**src/rtl/core/dq_pkg.sv**
```systemverilog
package dq_pkg;

  localparam int unsigned CMD_W    = 3;
  localparam int unsigned INDEX_W  = 4;
  localparam int unsigned VALUE_W  = 32;
  localparam int unsigned STATUS_W = 2;
  localparam int unsigned COUNT_W  = 5;

  typedef logic [CMD_W-1:0]    cmd_code_t;
  typedef logic [STATUS_W-1:0] status_code_t;

  localparam cmd_code_t CMD_PUSH_BACK  = 3'd0;
  localparam cmd_code_t CMD_PUSH_FRONT = 3'd1;
  localparam cmd_code_t CMD_POP_BACK   = 3'd2;
  localparam cmd_code_t CMD_POP_FRONT  = 3'd3;
  localparam cmd_code_t CMD_READ       = 3'd4;
  localparam cmd_code_t CMD_WRITE      = 3'd5;

  localparam status_code_t STAT_OK    = 2'd0;
  localparam status_code_t STAT_EMPTY = 2'd1;
  localparam status_code_t STAT_RANGE = 2'd2;
  localparam status_code_t STAT_FULL  = 2'd3;

  // controller -> datapath
  typedef struct packed {
    logic load;   // capture the input transfer
    logic exec;   // update pointers, access storage
  } dp_cmd_t;

endpackage

```
**src/rtl/core/dq_if.sv**
```systemverilog
interface dq_in_if;
  logic                           valid;
  logic                           ready;
  logic [dq_pkg::CMD_W-1:0]       command;
  logic [dq_pkg::INDEX_W-1:0]     index;
  logic signed [dq_pkg::VALUE_W-1:0] value;

  modport source (output valid, command, index, value, input ready);
  modport sink   (input valid, command, index, value, output ready);
endinterface

interface dq_out_if;
  logic                              valid;
  logic                              ready;
  logic signed [dq_pkg::VALUE_W-1:0] read_value;
  logic [dq_pkg::STATUS_W-1:0]       status;
  logic [dq_pkg::COUNT_W-1:0]        count;

  modport source (output valid, read_value, status, count, input ready);
  modport sink   (input valid, read_value, status, count, output ready);
endinterface

```
**src/rtl/core/dq_ctrl.sv**
```systemverilog
module dq_ctrl (
  input  logic            clk,
  input  logic            rst_n,
  input  logic            in_valid,
  output logic            in_ready,
  output logic            out_valid,
  input  logic            out_ready,
  output dq_pkg::dp_cmd_t dp_cmd
);

  localparam logic [1:0] S_IDLE = 2'd0;
  localparam logic [1:0] S_EXEC = 2'd1;
  localparam logic [1:0] S_DONE = 2'd2;

  logic [1:0] state_r;
  logic [1:0] state_nxt;

  always_comb begin
    state_nxt = state_r;
    case (state_r)
      S_IDLE: begin
        if (in_valid) state_nxt = S_EXEC;
      end
      S_EXEC: state_nxt = S_DONE;
      S_DONE: begin
        if (out_ready) state_nxt = S_IDLE;
      end
      default: state_nxt = S_IDLE;
    endcase
  end

  always_ff @(posedge clk) begin
    if (!rst_n) begin
      state_r <= S_IDLE;
    end else begin
      state_r <= state_nxt;
    end
  end

  assign in_ready    = (state_r == S_IDLE);
  assign out_valid   = (state_r == S_DONE);
  assign dp_cmd.load = in_ready && in_valid;
  assign dp_cmd.exec = (state_r == S_EXEC);

endmodule

```
**src/rtl/core/dq_dp.sv**
```systemverilog
module dq_dp #(
  parameter int unsigned CAPACITY   = 16,
  parameter int unsigned DATA_WIDTH = 32
) (
  input  logic                                  clk,
  input  logic                                  rst_n,
  input  dq_pkg::dp_cmd_t                       dp_cmd,
  input  logic [dq_pkg::CMD_W-1:0]              in_command,
  input  logic [dq_pkg::INDEX_W-1:0]            in_index,
  input  logic signed [dq_pkg::VALUE_W-1:0]     in_value,
  output logic signed [dq_pkg::VALUE_W-1:0]     out_read_value,
  output logic [dq_pkg::STATUS_W-1:0]           out_status,
  output logic [dq_pkg::COUNT_W-1:0]            out_count
);

  localparam int unsigned PW   = (CAPACITY > 1) ? $clog2(CAPACITY) : 1;
  localparam int unsigned CW   = $clog2(CAPACITY + 1);
  localparam int unsigned CMPW = (CW > dq_pkg::INDEX_W) ? CW : dq_pkg::INDEX_W;
  localparam logic [PW:0]   CAP_S   = (PW + 1)'(CAPACITY);
  localparam logic [PW-1:0] LAST    = PW'(CAPACITY - 1);
  localparam logic [CW-1:0] CAP_CNT = CW'(CAPACITY);

  logic [DATA_WIDTH-1:0] mem [CAPACITY];

  logic [dq_pkg::CMD_W-1:0]   cmd_r;
  logic [dq_pkg::INDEX_W-1:0] idx_r;
  logic [DATA_WIDTH-1:0]      val_r;

  logic [PW-1:0]        head_r, head_nxt;
  logic [CW-1:0]        cnt_r, cnt_nxt;
  dq_pkg::status_code_t stat_r, stat_nxt;
  logic                 rd_ok_r, rd_ok_nxt;
  logic [DATA_WIDTH-1:0] rdata_r;

  logic          we;
  logic [PW-1:0] addr;
  logic [PW:0]   off;
  logic [PW:0]   slot_sum;
  logic [PW-1:0] slot;
  logic [PW:0]   next_sum;
  logic [PW-1:0] head_plus1;
  logic          in_range;
  logic          is_full;
  logic          is_empty;

  // head + offset, wrapped once
  always_comb begin
    slot_sum = (PW + 1)'(head_r) + off;
    if (slot_sum >= CAP_S) slot_sum = slot_sum - CAP_S;
    slot = slot_sum[PW-1:0];
    next_sum = (PW + 1)'(head_r) + (PW + 1)'(1);
    if (next_sum >= CAP_S) next_sum = next_sum - CAP_S;
    head_plus1 = next_sum[PW-1:0];
  end

  assign in_range = CMPW'(idx_r) < CMPW'(cnt_r);
  assign is_full  = (cnt_r == CAP_CNT);
  assign is_empty = (cnt_r == '0);

  always_comb begin
    head_nxt  = head_r;
    cnt_nxt   = cnt_r;
    stat_nxt  = dq_pkg::STAT_OK;
    rd_ok_nxt = 1'b0;
    we        = 1'b0;
    off       = (PW + 1)'(idx_r);
    addr      = slot;
    case (cmd_r)
      dq_pkg::CMD_PUSH_BACK: begin
        off = (PW + 1)'(cnt_r);
        if (is_full) begin
          stat_nxt = dq_pkg::STAT_FULL;
        end else begin
          we      = 1'b1;
          cnt_nxt = cnt_r + CW'(1);
        end
      end
      dq_pkg::CMD_PUSH_FRONT: begin
        if (is_full) begin
          stat_nxt = dq_pkg::STAT_FULL;
        end else begin
          head_nxt = (head_r == '0) ? LAST : head_r - PW'(1);
          addr     = head_nxt;
          we       = 1'b1;
          cnt_nxt  = cnt_r + CW'(1);
        end
      end
      dq_pkg::CMD_POP_BACK: begin
        if (is_empty) stat_nxt = dq_pkg::STAT_EMPTY;
        else          cnt_nxt  = cnt_r - CW'(1);
      end
      dq_pkg::CMD_POP_FRONT: begin
        if (is_empty) begin
          stat_nxt = dq_pkg::STAT_EMPTY;
        end else begin
          head_nxt = head_plus1;
          cnt_nxt  = cnt_r - CW'(1);
        end
      end
      dq_pkg::CMD_READ: begin
        if (!in_range) stat_nxt  = dq_pkg::STAT_RANGE;
        else           rd_ok_nxt = 1'b1;
      end
      dq_pkg::CMD_WRITE: begin
        if (!in_range) stat_nxt = dq_pkg::STAT_RANGE;
        else           we       = 1'b1;
      end
      default: ;
    endcase
  end

  always_ff @(posedge clk) begin
    if (dp_cmd.load) begin
      cmd_r <= in_command;
      idx_r <= in_index;
      val_r <= DATA_WIDTH'(in_value);
    end
  end

  // storage: one write or one registered read per command
  always_ff @(posedge clk) begin
    if (dp_cmd.exec && we) mem[addr] <= val_r;
    if (dp_cmd.exec) rdata_r <= mem[addr];
  end

  always_ff @(posedge clk) begin
    if (!rst_n) begin
      head_r <= '0;
      cnt_r  <= '0;
    end else if (dp_cmd.exec) begin
      head_r <= head_nxt;
      cnt_r  <= cnt_nxt;
    end
  end

  always_ff @(posedge clk) begin
    if (dp_cmd.exec) begin
      stat_r  <= stat_nxt;
      rd_ok_r <= rd_ok_nxt;
    end
  end

  logic signed [DATA_WIDTH-1:0] rdata_s;
  assign rdata_s = rdata_r;

  assign out_read_value = rd_ok_r ? dq_pkg::VALUE_W'(rdata_s) : '0;
  assign out_status     = stat_r;
  assign out_count      = dq_pkg::COUNT_W'(cnt_r);

endmodule

```
**src/rtl/core/double_ended_queue_top.sv**
```systemverilog
// Double-ended queue of CAPACITY elements in a ring buffer.
// in_ch (sink): one command per transfer: push back, push front, pop back,
//   pop front, read at index, write at index; index counts from the front.
// out_ch (source): one result per command: read data (zero unless a read
//   succeeds), status (ok, empty, out of range, full) and the count after
//   the command.
// The command is registered on transfer; in the execute state the
//   pointers update and the single storage access registers the read
//   data, which the done state then shows. The controller handles one
//   command at a time and takes the next only after the result transfers.
// in_ch.ready is high only while no command is in flight.
// When the receiver stalls, the result holds on out_ch and no new command
//   is taken until it transfers.
// Reset (rst_n, synchronous, active low) empties the queue and returns the
//   controller to idle; stored elements are not cleared and are unreadable
//   until pushed or written again.
module double_ended_queue_top #(
  parameter int unsigned CAPACITY   = 16,
  parameter int unsigned DATA_WIDTH = 32
) (
  input  logic      clk,
  input  logic      rst_n,
  dq_in_if.sink     in_ch,
  dq_out_if.source  out_ch
);

  dq_pkg::dp_cmd_t dp_cmd;

  dq_ctrl u_ctrl (
    .clk       (clk),
    .rst_n     (rst_n),
    .in_valid  (in_ch.valid),
    .in_ready  (in_ch.ready),
    .out_valid (out_ch.valid),
    .out_ready (out_ch.ready),
    .dp_cmd    (dp_cmd)
  );

  dq_dp #(
    .CAPACITY   (CAPACITY),
    .DATA_WIDTH (DATA_WIDTH)
  ) u_dp (
    .clk            (clk),
    .rst_n          (rst_n),
    .dp_cmd         (dp_cmd),
    .in_command     (in_ch.command),
    .in_index       (in_ch.index),
    .in_value       (in_ch.value),
    .out_read_value (out_ch.read_value),
    .out_status     (out_ch.status),
    .out_count      (out_ch.count)
  );

endmodule

```
**src/flat_wrapper.sv**
```systemverilog
// flat-port wrapper written by rule: the top's interface ports become plain ports
module double_ended_queue_top_flat 
#(
  parameter int unsigned CAPACITY   = 16,
  parameter int unsigned DATA_WIDTH = 32
)
  (clk, rst_n, in_ch_valid, in_ch_command, in_ch_index, in_ch_value, in_ch_ready, out_ch_valid, out_ch_read_value, out_ch_status, out_ch_count, out_ch_ready);
  dq_in_if in_ch_i ();
  dq_out_if out_ch_i ();
  input  logic clk;
  input  logic rst_n;
  input wire logic [$bits(in_ch_i.valid)-1:0] in_ch_valid;
  input wire logic [$bits(in_ch_i.command)-1:0] in_ch_command;
  input wire logic [$bits(in_ch_i.index)-1:0] in_ch_index;
  input wire logic [$bits(in_ch_i.value)-1:0] in_ch_value;
  output wire logic [$bits(in_ch_i.ready)-1:0] in_ch_ready;
  output wire logic [$bits(out_ch_i.valid)-1:0] out_ch_valid;
  output wire logic [$bits(out_ch_i.read_value)-1:0] out_ch_read_value;
  output wire logic [$bits(out_ch_i.status)-1:0] out_ch_status;
  output wire logic [$bits(out_ch_i.count)-1:0] out_ch_count;
  input wire logic [$bits(out_ch_i.ready)-1:0] out_ch_ready;
  assign in_ch_i.valid = in_ch_valid;
  assign in_ch_i.command = in_ch_command;
  assign in_ch_i.index = in_ch_index;
  assign in_ch_i.value = in_ch_value;
  assign in_ch_ready = in_ch_i.ready;
  assign out_ch_valid = out_ch_i.valid;
  assign out_ch_read_value = out_ch_i.read_value;
  assign out_ch_status = out_ch_i.status;
  assign out_ch_count = out_ch_i.count;
  assign out_ch_i.ready = out_ch_ready;
  double_ended_queue_top #(.CAPACITY(CAPACITY), .DATA_WIDTH(DATA_WIDTH)) u_core (.clk(clk), .rst_n(rst_n), .in_ch(in_ch_i), .out_ch(out_ch_i));
endmodule
```
**config.mk**
```make
export PLATFORM = sky130hd
export DESIGN_NAME = double_ended_queue_top_flat
export DESIGN_NICKNAME = d
export VERILOG_FILES = /design/src/rtl/core/dq_pkg.sv /design/src/rtl/core/dq_if.sv /design/src/rtl/core/dq_ctrl.sv /design/src/rtl/core/dq_dp.sv /design/src/rtl/core/double_ended_queue_top.sv /design/src/flat_wrapper.sv
export SDC_FILE = /design/constraint.sdc
export NUM_CORES = 1
export LEC_CHECK = 0
export BUFFER_PORTS_ARGS = -buffer_cell sky130_fd_sc_hd__buf_2
export CELL_PAD_IN_SITES_DETAIL_PLACEMENT = 1
export CELL_PAD_IN_SITES_GLOBAL_PLACEMENT = 1
export CORE_ASPECT_RATIO = 2
export CORE_MARGIN = 3
export CORE_UTILIZATION = 30
export CTS_CLUSTER_DIAMETER = 40
export CTS_CLUSTER_SIZE = 20
export DETAILED_ROUTE_END_ITERATION = 8
export MAX_ROUTING_LAYER = met4
export PLACE_DENSITY_LB_ADDON = 0.1
export SYNTH_ARGS = -nofsm -noshare
export SYNTH_HDL_FRONTEND = slang
export SYNTH_HIERARCHICAL = 1
export SYNTH_SLANG_ARGS = --single-unit
```
**constraint.sdc**
```tcl
create_clock -name clk -period 5 [get_ports clk]
set_input_delay 0 -clock clk [delete_from_list [all_inputs] [get_ports clk]]
set_output_delay 0 -clock clk [all_outputs]
set_load 0.005 [all_outputs]
```
==> results of run 1 <==
cells in the mapped netlist, types with 11 or more instances:
master / count / area [um^2]
and2_1: 39 / 244
buf_2: 31 / 155
clkbuf_1: 80 / 300
dfxtp_1: 11 / 220
edfxtp_1: 586 / 17600
ha_1: 11 / 138
inv_1: 135 / 507
mux2_1: 12 / 135
mux2_2: 120 / 1350
nand2_1: 13 / 48.8
nand4_1: 32 / 200
nor3_1: 18 / 90.1
o211ai_1: 387 / 2910
final timing paths:
path / start / end / slack [ns] / depth (start not counted)
setup / recovery: u_core/u_dp/cmd_r[1] / u_core/u_dp/mem[14][7] / 0.76 / 9
setup reg to reg: u_core/u_dp/cmd_r[1] / u_core/u_dp/mem[14][7] / 0.76 / 9
hold reg to reg: u_core/u_dp/mem[4][24] / u_core/u_dp/rdata_r[24] / 0.68 / 3
hold / removal: in_ch_value[16] / u_core/u_dp/val_r[16] / 0.08 / 2
cell type report:
type / count / area [um^2]
inverter: 135 / 509
clock buffer: 75 / 1790
sequential: 597 / 17800
tap: 1050 / 1310
multi-input combinational: 714 / 6020
clock inverter: 46 / 453
timing repair buffer: 190 / 1440
fill: 8274 / 52100
cells in the final DEF (no fill, tap or decap), types with 3 or more instances in the layout:
master         count
o211ai_1         387
nor3_2            12
buf_2             83
nor4_4             3
dlygate4sd3_1     42
clkbuf_1           4
a21oi_1            4
mux2_1            12
edfxtp_1         586
dfxtp_1           11
clkinvlp_4         8
inv_6              6
clkinv_4           7
clkinv_1           5
clkinv_2          11
mux2i_1            3
xnor2_1            9
bufinv_16          5
nor2_1             6
nand2_1           13
mux2_2           120
buf_4             56
a21o_1             7
nor2b_1            6
nor3_4             4
clkbuf_16         71
nand4_1           32
inv_1            134
buf_12             9
and2_1            39
nor3b_1            4
ha_1              11
worst max-delay path: cells and delay by family, from the launching register on:
kind,cells,cell delay (ns)
muxes,2,0.75
buffers and inverters,1,0.46
DFF,1,0.51
xor gates and xnor gates,1,0.17
AOI/OAI and AO/OA,1,0.55
and+or+nand+nor,2,0.78
adders and majority gates,2,0.63
power by group through the flow:
stage / Sequential (mW) / Clock [mW] / Combinational, mW
detailed placement: 5.82 / 0 / 1.11
global placement: 5.81 / 0 / 1.11
finish: 5.70 / 5.03 / 1.11
floorplan: 5.76 / 0 / 0.685
global route: 5.72 / 5.39 / 1.21
CTS: 5.71 / 5.21 / 1.14
routing by layer:
| metal | vias to the layer above | share of wire |
|---|---|---|
| met5 | - | 0 |
| met3 | 86 | 0.028 |
| li1 | 6500 | - |
| met4 | 0 | 0.020 |
| met1 | 7795 | 0.40 |
| met2 | 198 | 0.55 |
repair_timing:
item                                   4_1_cts  5_1_grt
hold buffers                                42        0
setup buffers                                0        0
endpoints found under the hold margin       50        0
gates resized for setup                      0        0
cells by family (layout without fill, tap and decap cells):
group,after synthesis,count (layout),share of synthesized area
adders and majority gates,13,13,0.00719
buffers and inverters,255,446,0.0424
muxes,138,138,0.0631
and+or+nand+nor,133,133,0.0338
DFF,597,597,0.721
xor gates and xnor gates,11,11,0.00445
AOI/OAI and AO/OA,419,419,0.128
registers in the layout, indices dropped and copies added (netlist names):
register / flops
u_core/u_dp/mem: 512
u_core/u_dp/rdata_r: 32
u_core/u_dp/val_r: 32
u_core/u_dp/out_count: 5
u_core/u_dp/head_r: 4
u_core/u_dp/idx_r: 4
u_core/u_dp/cmd_r: 3
u_core/u_ctrl/state_r: 2
u_core/u_dp/out_status: 2
u_core/u_dp/rd_ok_r: 1
==> results_dict.tcl, run 1 <==
set metrics [dict create \
    swShare 0.249 \
    seqPwrFrac 0.482 \
    ys.warnings.count 6 \
    firstDrtPassIters 5 \
    drive_gt1_frac 0.237 \
    cp-start-kind "register" \
    syn_inst 1566 \
    clock_path_buffers 3 \
    die_x_um 209 \
    slew_violations 0 \
    avgSynthCellArea_um2 15.8 \
    min_path_type "in -> reg" \
    grt_pass1_vias 15800 \
    power_mw 11.8 \
    grt_use_met1 0.207 \
    clkSlewWorstSetupHoldPaths_ns 0.06 \
    critPathKind "reg -> reg" \
    grt_max_degree 129 \
    io-pin-count 84 \
    final_antenna_net_count 0 \
    coreArea_um2 81500 \
    synth_seq_cells 597 \
    fmax_mhz 236 \
    async_reset_ff_frac 0 \
    whs_ns 0.0792 \
    instances_no_fill 2807 \
    fin_skew_ns 0.0283 \
    route.detailed.wl_per_inst_um 27.2 \
    fin_crit_sh 0.848 \
    fp.dieH_um 412 \
    p_sw_mw 2.95 \
    clock_sinks 597 \
    clock_latency_ns 0.63 \
    synthDistinctLibCells 53 \
    grt_antenna_before_repair 1 \
    drc 0 \
    pwr-share-comb 0.093 \
    dp_cells 2644 \
    status "finished, final reports clean" \
    p_int_mw 8.89 \
    crit_fanout 24 \
    cts_tree "done" \
    vias_per_cell 5.19 \
    crit_slowest_cell "o211ai_1" \
    drt_iter0_drc 819 \
    h-tree-depth 3 \
    synthFlopType "edfxtp_1" \
    post-route-min-period_ns 4.24 \
    pwr_density_cell_nw_per_um2 404 \
    grt_usage 0.183 \
    vdd_drop_max_v 0.000184 \
    grt_pass1_wl_mm 112 \
    worst_slack_ns 0.758 \
    pre_cts_ws_ns 0.760 \
    pwr-share-clk 0.425 \
    busiest_layer "met2" \
    synthesis.nets 1622 \
    numPortBuffers 83 \
    cpPeakStageDelay_ns 0.55 \
    syn_to_final_growth_pct 18.7 \
    tightest_slew_ns 1.19 \
    netlist_area_um2 24700 \
    crit_required_ns 5.24 \
    maxCapViolCount 0 \
    fin_area_um2 29300 \
    hpwl_mm 41.9 \
    leakage_nw 9.64 \
    end_kind "register" \
    cts_buffers 67 \
    vias 14600 \
    n_antenna_cell 0 \
    synth_edf_count 586 \
    critical_path.cell_chain "nor3_1, mux2_2, ha_1, fa_1, xnor2_1, mux2i_2, o211ai_1, nor3_2, buf_4" \
    rsz0062_at_grt "no" \
    cts-root-buf "clkbuf_16" \
    slew_headroom 0.204 \
    grt_overflow 0 \
    start_util 0.303 \
    groute.layer.met2.usage 0.336 \
    utilization 0.360 \
    num_rows 148 \
    hold_viol 0 \
    nets 1761 \
    drt-total-wl_mm 76.3 \
    setup_viol 0 \
    finalSetupTns_ns 0 \
    die_area_um2 86100 \
    placed_area_um2 26700 \
    gr-usage-met3 0.0288 \
    crit_arrival_ns 4.49 \
    synth_seq_area_share 0.721 \
    gp_congestion 0.703 \
]
No activity file was read; power rests on OpenSTA's default activity.
==> run 2: changes to the inputs <==
Clock period 5 ns to 4.4 ns, I/O delays scaled along.
==> run 2 against run 1 <==
Compared with the run above: clock skew fell by 0.0089 ns; sequential cell count did not move; sequential power rose by 14%; hold slack got worse by 0.0094 ns; via count fell by 0.46%; final cell count rose by 0.46%; clock power rose by 21%; die area did not move; non-clock buffer count rose by 4; global-route usage rose by 0.48 points; power rose by 17%; utilization rose by 0.61 points; largest cell class unchanged.
==> results_dict.tcl, run 2 (same netlist as run 1, synthesis figures left out) <==
set metrics [dict create \
    post-route-min-period_ns 3.93 \
    numPortBuffers 83 \
    drive_gt1_frac 0.243 \
    crit_family "adder cells" \
    syn_to_final_growth_pct 20.7 \
    tightest_slew_ns 1.00 \
    power_mw 13.9 \
    crit_required_ns 4.74 \
    crit_slowest_cell "fa_1" \
    finalSetupTns_ns 0 \
    io-pin-count 84 \
    placed_area_um2 27000 \
    status "finished, final reports clean" \
    utilization 0.366 \
    largest_register_ffs 512 \
    hpwl_mm 41.9 \
    drc 0 \
    vdd_drop_max_v 0.000233 \
    grt_pass1_vias 15800 \
    final_antenna_net_count 0 \
    fmax_mhz 255 \
    crit_fanout 26 \
    fin_crit_sh 0.893 \
    drt-total-wl_mm 78.4 \
    cpPeakStageDelay_ns 0.68 \
    worst_slack_ns 0.472 \
    crit_arrival_ns 4.27 \
    min_path_type "in -> reg" \
    worstHoldPathCells 2 \
    grt_antenna_before_repair 2 \
    coreArea_um2 81500 \
    clock_sinks 597 \
    cts-root-buf "clkbuf_16" \
    clock_latency_ns 0.64 \
    gp_congestion 0.718 \
    h-tree-depth 3 \
    leakage_nw 9.81 \
    pwr_density_cell_nw_per_um2 465 \
    pre_cts_ws_ns 0.442 \
    rr_endpoint "u_core/u_dp/rdata_r[25]" \
    instances_no_fill 2820 \
    slew_violations 0 \
    end_kind "register" \
    vias 14500 \
    maxCapViolCount 0 \
    regMostFlops "u_core/u_dp/mem" \
    route.detailed.wl_per_inst_um 27.8 \
    setup_viol 0 \
    slew_headroom 0.331 \
    grt_pass1_wl_mm 114 \
    cts_tree "done" \
    final_cell_mix "edfxtp_1, o211ai_1, inv_1" \
    hold_start "in_ch_value[26]" \
    fp.dieH_um 412 \
    clock_path_buffers 3 \
    rsz0062_at_grt "no" \
    num_rows 148 \
    grt_overflow 0 \
    nets 1768 \
    grt_usage 0.188 \
    cp-start-kind "register" \
    ctsHoldBuffers 43 \
    hold_end "u_core/u_dp/val_r[26]" \
    cts_buffers 70 \
    postCtsResizedCells 0 \
    layout_commonest_cell "edfxtp_1" \
    drt_iter0_drc 696 \
    grt_max_degree 129 \
    r2r_slack_ns 0.47 \
    whs_ns 0.0698 \
    reg2reg_from "u_core/u_dp/cmd_r[0]" \
    biggestRegsByFlops "u_core/u_dp/mem (512), u_core/u_dp/rdata_r (32), u_core/u_dp/val_r (32)" \
    clkSlewWorstSetupHoldPaths_ns 0.07 \
    fin_area_um2 29800 \
    hold_viol 0 \
    die_x_um 209 \
    critPathKind "reg -> reg" \
    crit_buf_inv 3 \
    worst_r2r_path_depth 11 \
    die_area_um2 86100 \
    critical_path.cell_chain "nor3_1, mux2_2, ha_1, fa_1, inv_4, o21ai_4, buf_12, buf_12, mux2_2, o211ai_1, nand4_1" \
    start_util 0.303 \
    vias_per_cell 5.15 \
    cts_setup_buffers 0 \
    fin_skew_ns 0.0195 \
    dp_cells 2647 \
    firstDrtPassIters 8 \
]
==> run 2: changes by cell type in the layout (fill, tap and decap cells not counted), sizes merged <==
| cell | previous run | this run |
|---|---|---|
| dlygate4sd3 | 42 | 43 |
| buf | 148 | 151 |
| clkinvlp | 8 | 10 |
| clkbuf | 75 | 78 |
| clkinv | 24 | 19 |
| inv | 144 | 153 |
| bufinv | 5 | 4 |
| diode | 0 | 1 |
==> run 2: power breakdown <==
group / switching [mW] / internal (mW) / total [mW]
clock network: 2.67 / 3.43 / 6.10
logic: 0.804 / 0.478 / 1.28
registers: 0.120 / 6.36 / 6.48
total: 3.59 / 10.3 / 13.9
==> run 2: worst max-delay path by stage <==
stage	cells after the start	slack [ns]	endpoint	start
floorplan	9	-0.85	u_core/u_dp/mem[5][0]	u_core/u_dp/cmd_r[1]
global placement	10	0.47	u_core/u_dp/mem[11][14]	u_core/u_dp/cmd_r[0]
detailed placement	10	0.44	u_core/u_dp/mem[11][14]	u_core/u_dp/cmd_r[0]
CTS	10	0.42	u_core/u_dp/mem[11][4]	u_core/u_dp/cmd_r[0]
global route	10	0.19	u_core/u_dp/mem[15][4]	u_core/u_dp/cmd_r[0]
finish	11	0.47	u_core/u_dp/rdata_r[25]	u_core/u_dp/cmd_r[0]
==> run 2: per-layer routing <==
layer / track usage / vias up / wire, um
met2: 0.344 / 241 / 42700
met5: - / - / 0
met1: 0.211 / 7655 / 31500
met3: 0.0303 / 101 / 2420
li1: - / 6515 / -
met4: 0.0510 / 0 / 1700
==> run 2: layout make-up <==
| cell class | instances | area (um^2) |
|---|---|---|
| clock buffer | 78 | 1870 |
| antenna | 1 | 2.50 |
| tap | 1050 | 1310 |
| fill | 8185 | 51600 |
| timing repair buffer | 194 | 1730 |
| sequential | 597 | 17800 |
| clock inverter | 51 | 578 |
| multi-input combinational | 714 | 6020 |
| inverter | 135 | 509 |
==> run 2: worst register-to-register path, cell delays in order, from the launching register on <==
cell and delay, ns:
edfxtp_1 0.47, nor3_1 0.40, mux2_2 0.39, ha_1 0.22, fa_1 0.68, inv_4 0.08
o21ai_4 0.21, buf_12 0.25, buf_12 0.21, mux2_2 0.37, o211ai_1 0.18, nand4_1 0.19
